--- src/sv/lavg_pkg.sv ---
// Shared types, widths and constants of the limiting moving-average filter.
`timescale 1ns / 1ps
package lavg_pkg;

    localparam int WINDOW_LEN = 8;
    localparam int SAMPLE_W   = 16;
    localparam int LOG_LEN    = $clog2(WINDOW_LEN);
    localparam int SUM_W      = SAMPLE_W + LOG_LEN;
    localparam int IDX_W      = (WINDOW_LEN > 1) ? LOG_LEN : 1;

    // Reciprocal for the exact divide by WINDOW_LEN of a SUM_W-bit value.
    localparam int RSHIFT  = SUM_W + LOG_LEN;
    localparam int RECIP_W = SUM_W + 1;
    localparam longint RECIP_L =
        ((longint'(1) << RSHIFT) + longint'(WINDOW_LEN) - 1) / WINDOW_LEN;
    localparam logic [RECIP_W-1:0] RECIP = RECIP_W'(RECIP_L);
    localparam int PROD_W = SUM_W + RECIP_W;

    localparam int ADDR_W = 3;
    localparam logic [SAMPLE_W-1:0] JUMP_RESET = 16'd1;
    localparam logic [SAMPLE_W-1:0] REF_RESET  = 16'd300;

    typedef enum logic {
        REG_JUMP_LIMIT = 1'b0,
        REG_INIT_REF   = 1'b1
    } t_reg_idx;

    typedef struct packed {
        logic [SAMPLE_W-1:0] jump_limit;
        logic                ref_load;
        logic [SAMPLE_W-1:0] ref_value;
    } t_cfg;

endpackage

--- src/sv/lavg_regs.sv ---
// Configuration registers behind the APB-style port.
`timescale 1ns / 1ps
module lavg_regs (
    input  logic                          i_clk,
    input  logic                          i_rst_n,
    input  logic                          psel,
    input  logic                          penable,
    input  logic                          pwrite,
    input  logic [lavg_pkg::ADDR_W-1:0]   paddr,
    input  logic [31:0]                   pwdata,
    output logic [31:0]                   prdata,
    output logic                          pready,
    output lavg_pkg::t_cfg                o_cfg
);
    import lavg_pkg::*;

    logic [SAMPLE_W-1:0] r_jump_limit;
    logic [SAMPLE_W-1:0] r_init_ref;
    logic                w_write;
    t_reg_idx            w_idx;

    assign pready  = 1'b1;
    assign w_write = psel && penable && pwrite;
    assign w_idx   = t_reg_idx'(paddr[2]);

    always_ff @(posedge i_clk) begin
        if (!i_rst_n) begin
            r_jump_limit <= JUMP_RESET;
            r_init_ref   <= REF_RESET;
        end else if (w_write) begin
            unique case (w_idx)
                REG_JUMP_LIMIT: r_jump_limit <= pwdata[SAMPLE_W-1:0];
                REG_INIT_REF:   r_init_ref   <= pwdata[SAMPLE_W-1:0];
                default: ;
            endcase
        end
    end

    always_comb begin
        unique case (w_idx)
            REG_JUMP_LIMIT: prdata = {16'd0, r_jump_limit};
            REG_INIT_REF:   prdata = {16'd0, r_init_ref};
            default:        prdata = 32'd0;
        endcase
    end

    assign o_cfg.jump_limit = r_jump_limit;
    assign o_cfg.ref_load   = w_write && (w_idx == REG_INIT_REF);
    assign o_cfg.ref_value  = pwdata[SAMPLE_W-1:0];

endmodule

--- src/sv/lavg_core.sv ---
// Jump limiter, sample window and running sum.
`timescale 1ns / 1ps
module lavg_core (
    input  logic                         i_clk,
    input  logic                         i_rst_n,
    input  lavg_pkg::t_cfg               i_cfg,
    input  logic                         i_load,
    input  logic [lavg_pkg::SAMPLE_W-1:0] i_sample,
    output logic [lavg_pkg::SUM_W-1:0]   o_sum,
    output logic                         o_replaced
);
    import lavg_pkg::*;

    localparam logic [IDX_W-1:0] NEWEST = IDX_W'(WINDOW_LEN - 1);

    logic [SAMPLE_W-1:0] r_window [WINDOW_LEN];
    logic [SAMPLE_W-1:0] n_window [WINDOW_LEN];
    logic [SUM_W-1:0]    r_sum;
    logic [SUM_W-1:0]    n_sum;
    logic [SAMPLE_W-1:0] w_last;
    logic [SAMPLE_W-1:0] w_diff;
    logic                w_replace;
    logic [SAMPLE_W-1:0] w_keep;

    assign w_last    = r_window[NEWEST];
    assign w_diff    = (i_sample > w_last) ? (i_sample - w_last) : (w_last - i_sample);
    assign w_replace = w_diff > i_cfg.jump_limit;
    assign w_keep    = w_replace ? w_last : i_sample;

    always_comb begin
        for (int k = 0; k < WINDOW_LEN; k++) begin
            n_window[k] = r_window[k];
        end
        n_sum = r_sum;
        if (i_cfg.ref_load) begin
            // Reseeding the newest slot keeps the sum in step with the window.
            n_window[NEWEST] = i_cfg.ref_value;
            n_sum = r_sum - SUM_W'(w_last) + SUM_W'(i_cfg.ref_value);
        end else if (i_load) begin
            for (int k = 0; k < WINDOW_LEN - 1; k++) begin
                n_window[k] = r_window[k + 1];
            end
            n_window[NEWEST] = w_keep;
            n_sum = r_sum - SUM_W'(r_window[0]) + SUM_W'(w_keep);
        end
    end

    always_ff @(posedge i_clk) begin
        if (!i_rst_n) begin
            for (int k = 0; k < WINDOW_LEN; k++) begin
                r_window[k] <= (k == WINDOW_LEN - 1) ? REF_RESET : '0;
            end
            r_sum <= SUM_W'(REF_RESET);
        end else begin
            r_window <= n_window;
            r_sum    <= n_sum;
        end
    end

    // Stage result, taken by the divider together with the stage valid bit.
    always_ff @(posedge i_clk) begin
        if (i_load) begin
            o_sum      <= n_sum;
            o_replaced <= w_replace;
        end
    end

endmodule

--- src/sv/lavg_div.sv ---
// Exact divide of the window sum by the window length through a reciprocal.
`timescale 1ns / 1ps
module lavg_div (
    input  logic                          i_clk,
    input  logic                          i_load,
    input  logic [lavg_pkg::SUM_W-1:0]    i_sum,
    input  logic                          i_replaced,
    output logic [lavg_pkg::SAMPLE_W-1:0] o_average,
    output logic                          o_replaced
);
    import lavg_pkg::*;

    logic [PROD_W-1:0] w_prod;
    logic [PROD_W-1:0] w_quot;

    assign w_prod = PROD_W'(i_sum) * PROD_W'(RECIP);
    assign w_quot = w_prod >> RSHIFT;

    always_ff @(posedge i_clk) begin
        if (i_load) begin
            o_average  <= w_quot[SAMPLE_W-1:0];
            o_replaced <= i_replaced;
        end
    end

endmodule

--- src/sv/limit_average_filter_top.sv ---
// Top level of the amplitude-limiting moving-average filter.
`timescale 1ns / 1ps
// The filter takes one 16-bit sample per beat and returns one beat with the
// truncated mean of the last WINDOW_LEN accepted samples and a flag that
// says whether the sample was replaced. A sample whose absolute distance
// from the last accepted sample is strictly greater than jump_limit is
// replaced by that last accepted sample. A new sample can be taken in every
// cycle in which o_ready is high. The first stage updates the window and
// running sum, the second divides the sum by the window length with a
// constant reciprocal multiply. The two stages advance together, so a
// stalled result holds the stage behind it and o_ready drops only while a
// result waits and i_ready is low. After reset the window is all zeros
// except the newest slot, which holds the initial reference (300).
// Register 0 (address 0) is jump_limit, register 1 (address 4) is
// initial_reference; writing register 1 reloads the newest slot and
// corrects the sum. Write registers only while the filter is idle.
module limit_average_filter_top (
    input  logic                          i_clk,
    input  logic                          i_rst_n,
    input  logic                          i_valid,
    output logic                          o_ready,
    input  logic [lavg_pkg::SAMPLE_W-1:0] i_sample,
    output logic                          o_valid,
    input  logic                          i_ready,
    output logic [lavg_pkg::SAMPLE_W-1:0] o_average,
    output logic                          o_sample_replaced,
    input  logic                          psel,
    input  logic                          penable,
    input  logic                          pwrite,
    input  logic [lavg_pkg::ADDR_W-1:0]   paddr,
    input  logic [31:0]                   pwdata,
    output logic [31:0]                   prdata,
    output logic                          pready
);
    import lavg_pkg::*;

    t_cfg             w_cfg;
    logic             w_adv;
    logic             w_in_take;
    logic             r_s1_valid;
    logic             r_out_valid;
    logic [SUM_W-1:0] w_s1_sum;
    logic             w_s1_replaced;

    // The whole pipeline moves whenever the output register is free or
    // being emptied in this cycle.
    assign w_adv     = !r_out_valid || i_ready;
    assign o_ready   = w_adv;
    assign w_in_take = i_valid && w_adv;

    always_ff @(posedge i_clk) begin
        if (!i_rst_n) begin
            r_s1_valid  <= 1'b0;
            r_out_valid <= 1'b0;
        end else if (w_adv) begin
            r_s1_valid  <= w_in_take;
            r_out_valid <= r_s1_valid;
        end
    end

    lavg_regs u_regs (
        .i_clk   (i_clk),
        .i_rst_n (i_rst_n),
        .psel    (psel),
        .penable (penable),
        .pwrite  (pwrite),
        .paddr   (paddr),
        .pwdata  (pwdata),
        .prdata  (prdata),
        .pready  (pready),
        .o_cfg   (w_cfg)
    );

    lavg_core u_core (
        .i_clk      (i_clk),
        .i_rst_n    (i_rst_n),
        .i_cfg      (w_cfg),
        .i_load     (w_in_take),
        .i_sample   (i_sample),
        .o_sum      (w_s1_sum),
        .o_replaced (w_s1_replaced)
    );

    lavg_div u_div (
        .i_clk      (i_clk),
        .i_load     (w_adv && r_s1_valid),
        .i_sum      (w_s1_sum),
        .i_replaced (w_s1_replaced),
        .o_average  (o_average),
        .o_replaced (o_sample_replaced)
    );

    assign o_valid = r_out_valid;

endmodule

--- config.mk ---
export PLATFORM = sky130hd
export DESIGN_NAME = limit_average_filter_top
export DESIGN_NICKNAME = d
export VERILOG_FILES = /design/src/sv/lavg_pkg.sv /design/src/sv/lavg_regs.sv /design/src/sv/lavg_core.sv /design/src/sv/lavg_div.sv /design/src/sv/limit_average_filter_top.sv
export SDC_FILE = /design/constraint.sdc
export NUM_CORES = 1
export LEC_CHECK = 0
export BUFFER_PORTS_ARGS = -buffer_cell sky130_fd_sc_hd__buf_4
export CELL_PAD_IN_SITES_DETAIL_PLACEMENT = 1
export CELL_PAD_IN_SITES_GLOBAL_PLACEMENT = 2
export CORE_MARGIN = 2
export CORE_UTILIZATION = 37
export DETAILED_ROUTE_END_ITERATION = 10
export PLACE_DENSITY_LB_ADDON = 0.1
export SLEW_MARGIN = 20
export SYNTH_ARGS = -nofsm -noshare
export SYNTH_HDL_FRONTEND = slang
export SYNTH_HIERARCHICAL = 1
export SYNTH_SLANG_ARGS = --single-unit
--- constraint.sdc ---
create_clock -name i_clk -period 11 [get_ports i_clk]
set_input_delay 2.2 -clock i_clk [delete_from_list [all_inputs] [get_ports i_clk]]
set_output_delay 2.2 -clock i_clk [all_outputs]
set_load 0.1 [all_outputs]
## Word-level counts from Yosys, hierarchy flattened

Index checks and enable logic that the tools add are counted.

- Output and inout port bits: 52
- Register bits after elaboration: 218
- Input bits: 58

- Multiplexer cells: 7
- Reductions and logical operators: 11
- Bitwise logic cells: 2
- Order comparisons: 2
- Add/sub/neg operators: 6

Operators with widths:

| kind | number |
|---|---|
| $mux W16 | 4 |
| $pmux W32 S2 | 1 |
| $add A19 B16 Y19 | 2 |
| $mux W19 | 2 |
| $sub A19 B16 Y19 | 2 |
| $gt A16 B16 Y1 | 2 |
| $sub A16 B16 Y16 | 2 |
| $reduce_and A2 Y1 | 3 |
| $logic_and A1 B1 Y1 | 5 |
| $not A1 Y1 | 2 |
| $reduce_bool A2 Y1 | 1 |
| $logic_not A1 Y1 | 1 |
| $logic_or A1 B1 Y1 | 1 |

## Longest topological paths before layout

- Word-level depth: 7
- Mapped depth: 34

## Cells and area by module

Netlist, hierarchy kept.

Modules (own cells, without submodules):

| module | instances | cells each | area an instance (sq um) |
|---|---|---|---|
| lavg_core | 1 | 1339 | 10755.3 |
| lavg_regs | 1 | 182 | 1745.4 |
| lavg_div | 1 | 17 | 510.5 |
| limit_average_filter_top | 1 | 10 | 97.6 |

## Worst setup path after synthesis

OpenSTA, ideal clock, no wires.

- Kind: input-to-reg
- Start: in i_sample[10] in the netlist's numbering
- End: reg u_core/o_sum[18] in the netlist's numbering, data pin
- Setup slack: 1996 ps
- Arrival: 8736 ps
- Cell stages on the path: 30
- Cell sequence: inv_1 ha_1 clkbuf_1 and4_1 and3_1 o21ai_1 a31oi_2 buf_2 mux2_1 a31oi_1 xnor2_1 ha_1 a21o_1 a21o_1 a21oi_1 o21ai_1 a221oi_1 a21oi_1 clkbuf_1 mux2i_1 fa_1 inv_1 fa_1 a211oi_2 o21ai_1 a2111o_1 and3_1 or4_1 a32oi_1 xor2_1

- Longest elaborated chain between the ends: 7
- Elaborated cells between the ends (all ways): 9
- Classes of those cells: add/sub (3); order compare (2); mux (4)

RTL lines:

| item | line | text |
|---|---|---|
| start: declaration | limit_average_filter_top.sv:22 | `input logic [lavg_pkg::SAMPLE_W-1:0] i_sample,` |
| $sub A16 B16 Y16 or $gt A16 B16 Y1 (tied branches) | lavg_core.sv:26 | `assign w_diff = (i_sample > w_last) ? (i_sample - w_last) : (w_last - i_sample);` |
| $mux W16 * | lavg_core.sv:26 |  |
| $gt A16 B16 Y1 * | lavg_core.sv:27 | `assign w_replace = w_diff > i_cfg.jump_limit;` |
| via u_core.w_replace | lavg_core.sv:22 | `logic w_replace;` |
| $mux W16 * | lavg_core.sv:28 | `assign w_keep = w_replace ? w_last : i_sample;` |
| $add A19 B16 Y19 * | lavg_core.sv:44 | `n_sum = r_sum - SUM_W'(r_window[0]) + SUM_W'(w_keep);` |
| $mux W19 * | lavg_core.sv:39 | `end else if (i_load) begin` |
| $mux W19 * | lavg_core.sv:35 | `if (i_cfg.ref_load) begin` |
| via u_core.n_sum[18] | lavg_core.sv:19 | `logic [SUM_W-1:0] n_sum;` |
| end signal: assignment | lavg_core.sv:63 | `o_sum <= n_sum;` |
| end: declaration | lavg_core.sv:9 | `output logic [lavg_pkg::SUM_W-1:0] o_sum,` |

The timed path passes the listed nets; every way through them passes the cells marked *.
A chain may end at the register's enable or synchronous reset.

## Worst setup path after layout

- Start: in i_sample[4] in the netlist's numbering
- End: reg u_core.r_sum[18]

- Longest elaborated chain between the ends: 7
- Elaborated cells between the ends (all ways): 9
- Classes of those cells: add/sub (3); order compare (2); mux (4)

RTL lines:

| item | line | text |
|---|---|---|
| $sub A16 B16 Y16 or $gt A16 B16 Y1 (tied branches) | lavg_core.sv:26 |  |
| $mux W16 | lavg_core.sv:26 |  |
| $gt A16 B16 Y1 | lavg_core.sv:27 |  |
| $mux W16 * | lavg_core.sv:28 |  |
| $add A19 B16 Y19 * | lavg_core.sv:44 |  |
| $mux W19 * | lavg_core.sv:39 |  |
| $mux W19 * | lavg_core.sv:35 |  |
| via u_core.n_sum[18] | lavg_core.sv:19 |  |
| end signal: assignment | lavg_core.sv:53 | `r_sum <= SUM_W'(REF_RESET);` |
| end signal: assignment | lavg_core.sv:56 | `r_sum <= n_sum;` |
| end: declaration | lavg_core.sv:18 | `logic [SUM_W-1:0] r_sum;` |

Marked as above.

==> qor.yml <==
status:
  status: "complete, no violations"
layout:
  n_antenna_cell: 0
  syn2layout_area_growth_pct: 11.58
  fill_cells: 4070
  layout-drive-gt1-share_pct: 10.57
  final_area_sq_mm: 0.01453
  multi_input_area_sq_mm: 0.007246
  nNetsFinal: 1739
  regArea_sq_mm: 0.004644
floorplanning:
  die_w_microns: 191.6
  initial_core_util_pct: 37.60
  die_area_sq_mm: 0.03670
  coreArea_sq_mm: 0.03463
  die_h_microns: 191.6
  placementRows: 68
  ios: 110
route:
  drc: 0
  vias: 10510
  wirelength_microns: 37450
  ant_nets: 0
  drtIter0Drc: 465
  drtPass1Iterations: 4
  routedWlPerCell_microns: 18.40
  vias_per_cell: 5.165
cts:
  postCtsHoldBufs: 0
  root_buffer: "clkbuf_16"
  clock-sinks: 215
  post_cts_resize_count: 0
  h-tree-depth: 1
  clk_latency_ps: 530
  cts_setup_buffers: 0
  clk_path_buf_depth: 3
  cts_tree: "built"
  cts_made_buffers: 25
  clk_pin_slew_ps: 70
power_and_ir_drop:
  internal_power_uw: 2819
  clock_power_share_pct: 15.4
  switching_share_pct: 46.52
  p_leak_uw: 0.006100
  power.switching_uw: 2452
  comb_power_share_pct: 64.5
  seq_power_share_pct: 20.1
  vdd_ir_drop_max_v: 0.0001533
  powerDensity_mw_per_mm2: 362.9
sta:
  rsz0062_at_grt: "no"
  slew_viol_final: 0
  maxSlewHeadroom_pct: 28.57
  post-route-min-period_ps: 9555
  fin_tns_setup_ps: 0
  finClkSkew_ps: 11.43
  setup_viol_count_final: 0
  clock.fmax_mhz: 104.7
  period_share_pct: 86.87
  hold_viol: 0
  max_slew.worst_pin.slew_ps: 1071
placed_design:
  place_congestion: 0.8359
  port_buffers: 74
  dpl.hpwl_microns: 27410
  placed_cell_area_sq_mm: 0.01374
global_route:
  grt_start_max_net_pins: 96
  overflow: 0
  grtUsageTotal_pct: 20.48
  grt_pass1_wl_microns: 59240
  grt_pass1_vias: 10696
  antenna_found_initial: 0
worst_setup_path:
  start_kind: "primary input"
  worst_ep_required_time_ps: 11480
  cp_max_fo: 24
  worst_ep_arrival_time_ps: 10030
  cp_slowest_cell: "a31oi_2"
  cpMostUsedCell: "mux2i_1"
  critPathMaxStageDelay_ps: 610
  worstSetupPathType: "primary input to flip-flop"
  crit_path_end_kind: "flip-flop"
synth:
  synth_area_per_cell_sq_um: 8.426
  yosys_warnings: 6
  syn-instance-count: 1545
  syn_area_sq_mm: 0.01302
hold_path:
  min_path_type: "flip-flop to flip-flop"
job:
  cap_violations: 0
## area by class of cell
type,count,share of cell area (%)
Multi-Input combinational cell,1069,49.88
Sequential cell,215,31.97
Tap cell,455,3.919
Clock inverter,10,0.5426
Clock buffer,34,4.884
Timing Repair Buffer,88,4.548
Inverter,164,4.255
## worst max-delay path, delay by kind of cell
family / cells / cell delay, ps
and+or+nand+nor: 6 / 1090
adders and majority gates: 4 / 1830
buffers and inverters: 4 / 460
muxes: 3 / 880
xor gates and xnor gates: 1 / 200
AOI/OAI and AO/OA: 13 / 3350
## through the flow
stage	worst slack, ps	std cells	utilization [%]	total power, uW	hold WS, ps
final	1445	2035	41.95	5271	419.4
after global routing	830.1	2035	41.95	5758	424.7
after CTS	1454	2035	41.95	5321	417.4
after detailed placement	919.9	1991	39.67	4475	405.2
after global placement	991.7	1991	39.67	4424	407.0
after floorplan	1996	1560	-	3579	400.3
## routing by layer
metal  vias to the layer above  wire (microns)  part of all wire (%)  track usage [%]
li1                       5196               -                     -                -
met1                      5133           17870                    48            27.37
met2                       137           17630                    47            35.09
met3                        44            1186                   3.2            2.631
met4                         0             758                   2.0            4.793
met5                         -               0                     0                0
## path summary, 6_finish.rpt
check                                                    from                           end  slack (ps)  cells past startpoint
worst min register to register      u_core/o_sum[7]$_DFFE_PP_  u_div/o_average[4]$_DFFE_PP_         420                      0
worst max register to register  u_core/w_last[9]$_SDFFE_PN0P_   u_core/r_sum[18]$_SDFF_PN0_        2710                     29
worst max-delay path                              i_sample[4]   u_core/r_sum[18]$_SDFF_PN0_        1440                     31
worst min-delay path                u_core/o_sum[7]$_DFFE_PP_  u_div/o_average[4]$_DFFE_PP_         420                      0
## power groups by stage
stage | clock (uW) | sequential, uW | combinational [uW]
after floorplan | 0 | 1100 | 2480
after global routing | 873 | 1070 | 3810
final | 814 | 1060 | 3400
after global placement | 0 | 1080 | 3350
after CTS | 840 | 1060 | 3420
after detailed placement | 0 | 1080 | 3400
## cell usage in the layout, fill, tap and decap left out, types with 9 or more instances in the layout
master       n
a211oi_1     9
a21o_1      25
a21oi_1    166
a221o_1     13
a31oi_1     14
and2_1      13
and3_1      11
buf_4       88
clkbuf_16   25
conb_1      17
dfxtp_1    181
edfxtp_1    34
fa_1        34
ha_1        84
inv_1      160
mux2_2      20
mux2i_1     64
nand2_1    313
nand2b_1     9
nand3_1     16
nor2_1      26
nor2b_1     20
nor3_1      33
o21a_1      13
o21ai_0     33
xnor2_1     21
xor2_1      14
## sequential cells by signal, summed over array words and instances (netlist names)
register,cells
u_regs/r_init_ref,16
u_core/w_last,16
u_core/o_replaced,1
r_s1_valid,1
u_core/r_window,112
u_div/o_average,16
u_core/o_sum,16
u_core/r_sum,19
u_div/o_replaced,1
u_regs/r_jump_limit,16
o_valid,1
Power figures use the tool's default switching activity.
